File: config.mk
export PLATFORM = sky130hd
export DESIGN_NAME = sct_ctrl
export DESIGN_NICKNAME = d
export VERILOG_FILES = /design/src/hw/rtl/sct_pkg.sv /design/src/hw/rtl/sct_ctrl.sv
export SDC_FILE = /design/constraint.sdc
export NUM_CORES = 2
export LEC_CHECK = 0
export ABC_AREA = 1
export CAP_MARGIN = 20
export CORE_ASPECT_RATIO = 0.8
export CORE_MARGIN = 10
export CORE_UTILIZATION = 25
export CTS_BUF_LIST = sky130_fd_sc_hd__clkbuf_4 sky130_fd_sc_hd__clkbuf_8
export CTS_CLUSTER_SIZE = 25
export DETAILED_ROUTE_END_ITERATION = 6
export DONT_BUFFER_PORTS = 1
export PLACE_DENSITY_LB_ADDON = 0.2
export SLEW_MARGIN = 40
export SYNTH_ARGS = -nofsm -noshare
export SYNTH_HDL_FRONTEND = slang
export SYNTH_SLANG_ARGS = --single-unit
File: constraint.sdc
create_clock -name aclk -period 9.2 [get_ports aclk]
set_input_delay 1.84 -clock aclk [delete_from_list [all_inputs] [get_ports aclk]]
set_output_delay 1.84 -clock aclk [all_outputs]
set_load 0.01 [all_outputs]
File: src/hw/rtl/sct_pkg.sv
package sct_pkg;

    localparam int VALUE_W      = 32;
    localparam int IDX_PORT_W   = 16;
    localparam int MODE_W       = 3;
    localparam int STATUS_W     = 2;
    localparam int COUNT_PORT_W = 9;
    localparam int DIM_W        = 17;
    localparam int CFG_IDX_W    = 8;

    localparam int DEF_CAPACITY   = 256;
    localparam int DEF_INDEX_BITS = 16;

    localparam logic [CFG_IDX_W-1:0] REG_NUM_ROWS = CFG_IDX_W'(0);
    localparam logic [CFG_IDX_W-1:0] REG_NUM_COLS = CFG_IDX_W'(1);

    localparam logic [DIM_W-1:0] DIM_RESET = DIM_W'(1);

    typedef enum logic [MODE_W-1:0] {
        MODE_SET       = 3'd0,
        MODE_GET       = 3'd1,
        MODE_ADD       = 3'd2,
        MODE_REMOVE    = 3'd3,
        MODE_SCALE     = 3'd4,
        MODE_TRANSPOSE = 3'd5
    } mode_t;

    typedef enum logic [STATUS_W-1:0] {
        STATUS_OK      = 2'd0,
        STATUS_BAD_POS = 2'd1,
        STATUS_FULL    = 2'd2
    } status_t;

endpackage

File: src/hw/rtl/sct_ctrl.sv
module sct_ctrl #(
    parameter int CAPACITY   = 256,
    parameter int INDEX_BITS = 16,
    localparam int AW      = (CAPACITY > 1) ? $clog2(CAPACITY) : 1,
    localparam int ENTRY_W = 2 * INDEX_BITS + sct_pkg::VALUE_W
) (
    input  logic                              aclk,
    input  logic                              aresetn,

    input  logic                              s_valid,
    output logic                              s_ready,
    input  logic [sct_pkg::MODE_W-1:0]        s_mode,
    input  logic [sct_pkg::IDX_PORT_W-1:0]    s_row,
    input  logic [sct_pkg::IDX_PORT_W-1:0]    s_col,
    input  logic signed [sct_pkg::VALUE_W-1:0] s_value,

    output logic                              m_valid,
    input  logic                              m_ready,
    output logic signed [sct_pkg::VALUE_W-1:0] m_read_value,
    output logic                              m_found,
    output logic [sct_pkg::STATUS_W-1:0]      m_status,
    output logic [sct_pkg::COUNT_PORT_W-1:0]  m_entry_count,

    input  logic                              cfg_valid,
    output logic                              cfg_ready,
    input  logic [sct_pkg::CFG_IDX_W-1:0]     cfg_index,
    input  logic [sct_pkg::DIM_W-1:0]         cfg_data,

    output logic                              mem_wr_en,
    output logic [AW-1:0]                     mem_wr_addr,
    output logic [ENTRY_W-1:0]                mem_wr_data,
    output logic                              mem_rd_en,
    output logic [AW-1:0]                     mem_rd_addr,
    input  logic [ENTRY_W-1:0]                mem_rd_data
);

    import sct_pkg::*;

    localparam int CNT_W = $clog2(CAPACITY + 1);
    localparam logic [CNT_W-1:0] CAP_CNT = CNT_W'(CAPACITY);

    typedef enum logic [5:0] {
        ST_IDLE  = 6'b000001,
        ST_SCAN  = 6'b000010,
        ST_ACT   = 6'b000100,
        ST_SHIFT = 6'b001000,
        ST_SWEEP = 6'b010000,
        ST_FIN   = 6'b100000
    } state_t;

    state_t state_reg, state_next;

    logic [CNT_W-1:0]      count_reg, count_next;
    logic                  swapped_reg, swapped_next;
    logic [DIM_W-1:0]      num_rows_reg, num_cols_reg;

    logic [MODE_W-1:0]     op_mode_reg, op_mode_next;
    logic [INDEX_BITS-1:0] op_row_reg, op_row_next;
    logic [INDEX_BITS-1:0] op_col_reg, op_col_next;
    logic [VALUE_W-1:0]    op_value_reg, op_value_next;

    logic [CNT_W-1:0]      iss_idx_reg, iss_idx_next;
    logic                  pend_reg, pend_next;
    logic [AW-1:0]         pend_idx_reg, pend_idx_next;

    logic                  hit_reg, hit_next;
    logic [AW-1:0]         slot_reg, slot_next;
    logic [VALUE_W-1:0]    hit_val_reg, hit_val_next;

    logic [VALUE_W-1:0]    res_value_reg, res_value_next;
    logic                  res_found_reg, res_found_next;
    logic [STATUS_W-1:0]   res_status_reg, res_status_next;

    logic                  m_valid_reg, m_valid_next;
    logic [VALUE_W-1:0]    m_value_reg, m_value_next;
    logic                  m_found_reg, m_found_next;
    logic [STATUS_W-1:0]   m_status_reg, m_status_next;
    logic [CNT_W-1:0]      m_count_reg, m_count_next;

    logic [INDEX_BITS-1:0] rd_row, rd_col;
    logic [VALUE_W-1:0]    rd_value;
    logic [VALUE_W-1:0]    prod;
    logic                  match, issue, out_free, in_bounds;
    logic [DIM_W-1:0]      cur_rows, cur_cols;

    assign rd_row   = mem_rd_data[ENTRY_W-1 -: INDEX_BITS];
    assign rd_col   = mem_rd_data[VALUE_W +: INDEX_BITS];
    assign rd_value = mem_rd_data[VALUE_W-1:0];
    assign prod     = rd_value * op_value_reg;

    assign match    = pend_reg && (rd_row == op_row_reg) && (rd_col == op_col_reg);
    assign issue    = iss_idx_reg < count_reg;
    assign out_free = !m_valid_reg || m_ready;

    assign cur_rows  = swapped_reg ? num_cols_reg : num_rows_reg;
    assign cur_cols  = swapped_reg ? num_rows_reg : num_cols_reg;
    assign in_bounds = (DIM_W'(op_row_reg) < cur_rows) && (DIM_W'(op_col_reg) < cur_cols);

    assign s_ready   = (state_reg == ST_IDLE);
    assign cfg_ready = 1'b1;

    assign m_valid       = m_valid_reg;
    assign m_read_value  = m_value_reg;
    assign m_found       = m_found_reg;
    assign m_status      = m_status_reg;
    assign m_entry_count = COUNT_PORT_W'(m_count_reg);

    always_comb begin
        state_next      = state_reg;
        count_next      = count_reg;
        swapped_next    = swapped_reg;
        op_mode_next    = op_mode_reg;
        op_row_next     = op_row_reg;
        op_col_next     = op_col_reg;
        op_value_next   = op_value_reg;
        iss_idx_next    = iss_idx_reg;
        pend_next       = pend_reg;
        pend_idx_next   = pend_idx_reg;
        hit_next        = hit_reg;
        slot_next       = slot_reg;
        hit_val_next    = hit_val_reg;
        res_value_next  = res_value_reg;
        res_found_next  = res_found_reg;
        res_status_next = res_status_reg;
        m_valid_next    = m_valid_reg;
        m_value_next    = m_value_reg;
        m_found_next    = m_found_reg;
        m_status_next   = m_status_reg;
        m_count_next    = m_count_reg;

        mem_wr_en   = 1'b0;
        mem_wr_addr = pend_idx_reg;
        mem_wr_data = mem_rd_data;
        mem_rd_en   = 1'b0;
        mem_rd_addr = iss_idx_reg[AW-1:0];

        if (m_valid_reg && m_ready) begin
            m_valid_next = 1'b0;
        end

        case (state_reg)
            ST_IDLE: begin
                if (s_valid) begin
                    op_mode_next    = s_mode;
                    op_row_next     = s_row[INDEX_BITS-1:0];
                    op_col_next     = s_col[INDEX_BITS-1:0];
                    op_value_next   = s_value;
                    iss_idx_next    = '0;
                    pend_next       = 1'b0;
                    res_value_next  = '0;
                    res_found_next  = 1'b0;
                    res_status_next = STATUS_OK;
                    case (mode_t'(s_mode))
                        MODE_SET, MODE_GET, MODE_ADD, MODE_REMOVE: begin
                            state_next = ST_SCAN;
                        end
                        MODE_SCALE, MODE_TRANSPOSE: begin
                            state_next = ST_SWEEP;
                        end
                        default: begin
                            res_status_next = STATUS_BAD_POS;
                            state_next      = ST_FIN;
                        end
                    endcase
                end
            end
            ST_SCAN: begin
                if (match) begin
                    hit_next     = 1'b1;
                    slot_next    = pend_idx_reg;
                    hit_val_next = rd_value;
                    pend_next    = 1'b0;
                    state_next   = ST_ACT;
                end else if (issue) begin
                    mem_rd_en     = 1'b1;
                    pend_next     = 1'b1;
                    pend_idx_next = iss_idx_reg[AW-1:0];
                    iss_idx_next  = iss_idx_reg + 1'b1;
                end else begin
                    pend_next = 1'b0;
                    if (!pend_reg) begin
                        hit_next   = 1'b0;
                        state_next = ST_ACT;
                    end
                end
            end
            ST_ACT: begin
                res_found_next = hit_reg;
                state_next     = ST_FIN;
                case (mode_t'(op_mode_reg))
                    MODE_SET, MODE_ADD: begin
                        if (!in_bounds) begin
                            res_status_next = STATUS_BAD_POS;
                        end else if (hit_reg) begin
                            mem_wr_en   = 1'b1;
                            mem_wr_addr = slot_reg;
                            mem_wr_data = {op_row_reg, op_col_reg,
                                           (mode_t'(op_mode_reg) == MODE_SET) ?
                                           op_value_reg : hit_val_reg + op_value_reg};
                        end else if (count_reg >= CAP_CNT) begin
                            res_status_next = STATUS_FULL;
                        end else begin
                            mem_wr_en   = 1'b1;
                            mem_wr_addr = count_reg[AW-1:0];
                            mem_wr_data = {op_row_reg, op_col_reg, op_value_reg};
                            count_next  = count_reg + 1'b1;
                        end
                    end
                    MODE_GET: begin
                        res_value_next = hit_reg ? hit_val_reg : '0;
                    end
                    MODE_REMOVE: begin
                        if (hit_reg) begin
                            iss_idx_next = CNT_W'(slot_reg) + 1'b1;
                            pend_next    = 1'b0;
                            state_next   = ST_SHIFT;
                        end
                    end
                    default: begin
                        state_next = ST_FIN;
                    end
                endcase
            end
            ST_SHIFT: begin
                // entry i+1 moves down to i, one per cycle
                if (pend_reg) begin
                    mem_wr_en   = 1'b1;
                    mem_wr_addr = pend_idx_reg - 1'b1;
                    mem_wr_data = mem_rd_data;
                end
                if (issue) begin
                    mem_rd_en     = 1'b1;
                    pend_next     = 1'b1;
                    pend_idx_next = iss_idx_reg[AW-1:0];
                    iss_idx_next  = iss_idx_reg + 1'b1;
                end else begin
                    pend_next = 1'b0;
                    if (!pend_reg) begin
                        count_next = count_reg - 1'b1;
                        state_next = ST_FIN;
                    end
                end
            end
            ST_SWEEP: begin
                if (pend_reg) begin
                    mem_wr_en   = 1'b1;
                    mem_wr_addr = pend_idx_reg;
                    if (mode_t'(op_mode_reg) == MODE_TRANSPOSE) begin
                        mem_wr_data = {rd_col, rd_row, rd_value};
                    end else begin
                        mem_wr_data = {rd_row, rd_col, prod};
                    end
                end
                if (issue) begin
                    mem_rd_en     = 1'b1;
                    pend_next     = 1'b1;
                    pend_idx_next = iss_idx_reg[AW-1:0];
                    iss_idx_next  = iss_idx_reg + 1'b1;
                end else begin
                    pend_next = 1'b0;
                    if (!pend_reg) begin
                        if (mode_t'(op_mode_reg) == MODE_TRANSPOSE) begin
                            swapped_next = !swapped_reg;
                        end
                        state_next = ST_FIN;
                    end
                end
            end
            ST_FIN: begin
                if (out_free) begin
                    m_valid_next  = 1'b1;
                    m_value_next  = res_value_reg;
                    m_found_next  = res_found_reg;
                    m_status_next = res_status_reg;
                    m_count_next  = count_reg;
                    state_next    = ST_IDLE;
                end
            end
            default: begin
                state_next = ST_IDLE;
            end
        endcase
    end

    always_ff @(posedge aclk) begin
        if (!aresetn) begin
            state_reg    <= ST_IDLE;
            count_reg    <= '0;
            swapped_reg  <= 1'b0;
            pend_reg     <= 1'b0;
            m_valid_reg  <= 1'b0;
            num_rows_reg <= DIM_RESET;
            num_cols_reg <= DIM_RESET;
        end else begin
            state_reg   <= state_next;
            count_reg   <= count_next;
            swapped_reg <= swapped_next;
            pend_reg    <= pend_next;
            m_valid_reg <= m_valid_next;
            if (cfg_valid && (cfg_index == REG_NUM_ROWS)) begin
                num_rows_reg <= cfg_data;
            end
            if (cfg_valid && (cfg_index == REG_NUM_COLS)) begin
                num_cols_reg <= cfg_data;
            end
        end
    end

    always_ff @(posedge aclk) begin
        op_mode_reg    <= op_mode_next;
        op_row_reg     <= op_row_next;
        op_col_reg     <= op_col_next;
        op_value_reg   <= op_value_next;
        iss_idx_reg    <= iss_idx_next;
        pend_idx_reg   <= pend_idx_next;
        hit_reg        <= hit_next;
        slot_reg       <= slot_next;
        hit_val_reg    <= hit_val_next;
        res_value_reg  <= res_value_next;
        res_found_reg  <= res_found_next;
        res_status_reg <= res_status_next;
        m_value_reg    <= m_value_next;
        m_found_reg    <= m_found_next;
        m_status_reg   <= m_status_next;
        m_count_reg    <= m_count_next;
    end

`ifndef SYNTHESIS
    a_count_bound: assert property (@(posedge aclk) disable iff (!aresetn)
        count_reg <= CAP_CNT)
        else $error("entry count above capacity");

    a_no_wr_when_quiet: assert property (@(posedge aclk) disable iff (!aresetn)
        (state_reg == ST_IDLE || state_reg == ST_FIN) |-> !mem_wr_en)
        else $error("table write outside an operation");

    a_no_rw_collision: assert property (@(posedge aclk) disable iff (!aresetn)
        (mem_wr_en && mem_rd_en) |-> (mem_wr_addr != mem_rd_addr))
        else $error("read and write to the same entry in one cycle");

    a_count_change_src: assert property (@(posedge aclk) disable iff (!aresetn)
        ($past(aresetn) && (count_reg != $past(count_reg))) |->
        ($past(state_reg) == ST_ACT || $past(state_reg) == ST_SHIFT))
        else $error("entry count changed outside append or remove");

    a_slot_valid: assert property (@(posedge aclk) disable iff (!aresetn)
        (state_reg == ST_ACT && hit_reg) |-> (CNT_W'(slot_reg) < count_reg))
        else $error("matched slot beyond stored entries");
`endif

endmodule

# ---- After elaboration in Yosys (flattened, before gate mapping)
# Cells that the tools add are included.
dict set report classes {
  muxes 73
  bitwise_logic 2
  addsub 6
  order_cmp 4
  n_eq_ne 38
  mul 1
  reduce_logical 34
}
# operator count
set op_table {}
lappend op_table {{2-to-1 mux 64 bit} 6}
lappend op_table {{2-to-1 mux 32 bit} 4}
lappend op_table {{one-hot mux 64 bit (2 select lines)} 1}
lappend op_table {{2-to-1 mux 9 bit} 11}
lappend op_table {{one-hot mux 32 bit (2 select lines)} 1}
lappend op_table {{2-to-1 mux 8 bit} 7}
lappend op_table {{2-to-1 mux 6 bit} 9}
lappend op_table {{one-hot mux 9 bit (4 select lines)} 1}
lappend op_table {{less-than comparator 16 x 17 -> 1 bit} 2}
lappend op_table {{2-to-1 mux 17 bit} 2}
lappend op_table {{adder 32 bit} 1}
lappend op_table {{== test 16 bit} 2}
lappend op_table {{multiplier 32 x 32 -> 32 bit} 1}
lappend op_table {{one-hot mux 8 bit (2 select lines)} 2}
lappend op_table {{one-hot mux 6 bit (5 select lines)} 1}
lappend op_table {{!= test 2 bit (second input constant)} 13}
lappend op_table {{adder 9 x 1 -> 9 bit (second input constant)} 2}
lappend op_table {{one-hot mux 9 bit (2 select lines)} 1}
lappend op_table {{2-to-1 mux 1 bit} 16}
lappend op_table {{== test 3 x 2 -> 1 bit (second input constant)} 4}
lappend op_table {{!= test 3 bit (second input constant)} 4}
lappend op_table {{one-hot mux 6 bit (2 select lines)} 1}
lappend op_table {{2-to-1 mux 2 bit} 5}
lappend op_table {{AND reduction 2 bit} 5}
lappend op_table {{other kinds (34)} 56}
dict set report totals {
  input_bits 161
  register_bits 256
  wordCells 181
}

# ---- Longest topological paths before layout
dict set report depth {
  depth_word 6
  ltp_mapped 37
  ltp_nobuf 35
}

# ---- Least setup slack after synthesis
# OpenSTA, ideal clock, no wires.
dict set report synth_timing {
  path_kind {in2out}
  start {input mem_rd_data[10]}
  end {output mem_wr_data[26]}
  required_time_ps 7360
  path_slack_ps -609
  arrival_time_ps 7969
  path_stages 29
  path_cell_list {clkbuf_1 clkbuf_1 nand2_1 inv_1 fa_1 fa_1 fa_1 inv_1 fa_1 inv_1 fa_1 inv_1 fa_1 inv_1 fa_1 fa_1 ha_1 nand2_1 nor3_1 nand4_1 nand3_1 a21o_1 nand2_1 nand3_1 nand3_1 nand2_1 inv_1 nor2_1 nand2_1}
}
dict set report synth_between {
  elab_chain_cells 4
}
# element line_no
set synth_lines {}
lappend synth_lines {{start, declared} sct_ctrl.sv:34} ;# input logic [ENTRY_W-1:0] mem_rd_data
lappend synth_lines {{multiplier 32 x 32 -> 32 bit} sct_ctrl.sv:89} ;# assign prod = rd_value * op_value_reg;
lappend synth_lines {{2-to-1 mux 64 bit} sct_ctrl.sv:248} ;# if (mode_t'(op_mode_reg) == MODE_TRANSPOSE) begin
lappend synth_lines {{2-to-1 mux 64 bit} sct_ctrl.sv:245} ;# if (pend_reg) begin
lappend synth_lines {{one-hot mux 64 bit (2 select lines)} sct_ctrl.sv:141} ;# case (state_reg)
lappend synth_lines {{end, declared} sct_ctrl.sv:31} ;# output logic [ENTRY_W-1:0] mem_wr_data,
# Every way passes these cells.

# ---- Worst setup path in the final report
dict set report layout_timing {
  start {input mem_rd_data[16]}
  end {output mem_wr_data[21]}
}
# Same word-level chain as after synthesis.

==> run metrics <==
achievable clock frequency=approximately 0.10 GHz; clk sinks=256; DR pass1 iterations=5; Tmin final=~9.9 ns; Reg clk slew, reported paths=0.06 ns; number of synthesis warnings=0; Wirelength per Cell=~22 microns; setup violators final=18; # DRC=0; total CTS buffers=42; Worst EP arrival=between 8 and 9 ns; EDFF count, synth=~200; Die Width=approximately 430 microns; met2 Use GR=28.79%; Routed Antenna Nets=0; ratio of cells with drive above 1 in the final layout=roughly an eighth; violated checks=negative setup slack; FF+latch count, synth=256; post-DP HPWL=between 100000 and 150000 microns; worst path required time=roughly 7.4 ns; Finished Core Util=around 29%; commonest cells in the netlist=nand2_1, inv_1, fa_1, nor2_1, edfxtp_1; DIE AREA=147700 sq um; met3 Usage GRT=~2.5%; clk_lat worst skew=0.65 ns; pin count of the biggest net entering global routing=65; Cell Count Post-Placement=6107; first-pass GRT wire length=about 200000 microns; Via density=4.584; Final Non-Filler Cells=6217; grt met1 use=between 20% and 30%; syn_nets=~5200; vias in the first global route=around 29000; GRT overflow=0; core area=131600 sq um; Cell variety after synth=60; count leader, synth=nand2_1; overall routed net length=137600 microns; Syn Inst Count=roughly 4400; CTS tree=yes; setup TNS=-7.358 ns; Slew Limit Headroom=approximately 41%; I/O Buffers=0; Worst-Margin Slew=0.8913 ns; RSZ-0062 raised after global routing=true; routability congestion estimate=0.9229; starting density of the core=25.20%; Worst Skew=~0.035 ns; dominant cells by area after synthesis=fa_1, edfxtp_1, nand2_1, inv_1, ha_1; Synth top area share=between 20% and 30%; critical path endpoint category=output port; peak fanout along the critical path=20; syn_area_per_cell=around 7.6 sq um; Nets=5193; ys flop type=edfxtp_1; hold_ws=between 0.4 and 0.5 ns; Startpoint Class=input port; fin crit share=107.9%; worst hold path class=reg2reg; H-tree depth=2; Max clock buf depth=3; max cap viols=0; Hold Fails Final Rpt=0; GRT Util Overall=18.33%; DRT iter0 DRCs=around 2400; Post-synth ARST share=0%; WS Path Type=in2out; Root Driver=clkbuf_8; area grow syn2layout=15.97%; hold buffer count at cts=0; initial antenna violation count=16; I/O pin cnt=290; GRT busiest layer=met2; Vias=28499; largest area contributor in the netlist=fa_1; row count=around 120; Seq/Total Area, Yosys=about 22%; Die Y=345.8 microns; result of the run=finished with violations; max-slew violations=0; Synth Cell Area=between 30000 and 40000 sq um; worst setup margin=-0.7243 ns
## repair_timing
action,in CTS,in global routing
setup buffers,16,14
pin swaps,108,148
cloned,0,0
resized for setup,140,128
endpoints found under the setup margin,19,21
## layer usage
| metal | vias up | wire [microns] |
|---|---|---|
| li1 | 13531 | - |
| met5 | - | 0 |
| met3 | 148 | 7119 |
| met2 | 748 | 61180 |
| met4 | 0 | 3444 |
| met1 | 14072 | 65820 |
## area by class of cell
| class | count | area (sq um) |
|---|---|---|
| clock buffers | 52 | 671.9 |
| well taps | 1754 | 2195 |
| repair buffers | 201 | 1872 |
| inverters | 1014 | 3819 |
| diodes | 9 | 22.52 |
| multi-input cells | 2906 | 22480 |
| flip-flops and latches | 256 | 7168 |
| fillers | 14335 | 93160 |
| clock inverters | 25 | 234.0 |
## kinds of logic (layout without fill, tap and decap cells)
logic type / after synthesis / after routing / share of synthesized area, %
xor gates and xnor gates: 38 / 38 / 1.004
buffers and inverters: 1220 / 1292 / 14.10
DFF: 256 / 256 / 21.61
and+or+nand+nor: 1697 / 1697 / 21.25
adders and majority gates: 611 / 611 / 32.33
AOI/OAI and AO/OA: 557 / 557 / 9.636
muxes: 2 / 2 / 0.06037
other: 1 / 10 / 0.01131
## metrics by stage
step                      setup WS, ns  area (sq um)
after global placement         -0.9794         36320
final                          -0.7243         38460
after CTS                      -0.7877         37870
after global routing           -0.9109         38450
after floorplan                -0.2233         33610
after detailed placement       -0.9642         36320
## worst max-delay path: stages
cell and delay (ns):
nand2_2 0.06, inv_2 0.04, fa_1 0.56, inv_2 0.05, fa_2 0.54, fa_1 0.43
fa_1 0.49, inv_1 0.05, fa_1 0.47, inv_1 0.05, fa_1 0.47, inv_1 0.05
fa_2 0.52, fa_1 0.45, ha_4 0.24, a21o_1 0.17, nand2_1 0.06, nand2_1 0.06
a21oi_2 0.14, nand3_2 0.14, nor2_1 0.13, o21ai_1 0.10, o211ai_1 0.27, nand4_1 0.40
buf_4 0.27
## placed cells by master (no fill, tap or decap), types with 29 or more instances in the layout
cell type	netlist	layout
fa_1	410	389
nand3_1	149	138
o21bai_1	39	38
o22ai_1	35	35
a21oi_1	188	164
clkbuf_8	0	45
o21ai_0	194	175
inv_2	11	44
o211ai_1	30	30
nor2_1	236	215
nand2_1	1163	1113
inv_1	1001	964
buf_4	12	152
edfxtp_1	204	204
nand2_2	8	35
ha_1	201	171
ha_4	0	29
dfxtp_1	52	51
nand4_1	47	47
## final timing paths
check                          from  depth (start not counted)                to  slack [ns]
setup reg to reg        swapped_reg                         14      count_reg[8]        5.40
hold / removal    res_value_reg[22]                          0  m_read_value[22]        0.41
setup / recovery    mem_rd_data[16]                         25   mem_wr_data[21]       -0.72
hold reg to reg   res_value_reg[22]                          0  m_read_value[22]        0.41
Power is left out: the tool's default activity adds up to more than one toggle a clock period on the data nets, which glitch-free logic cannot reach.
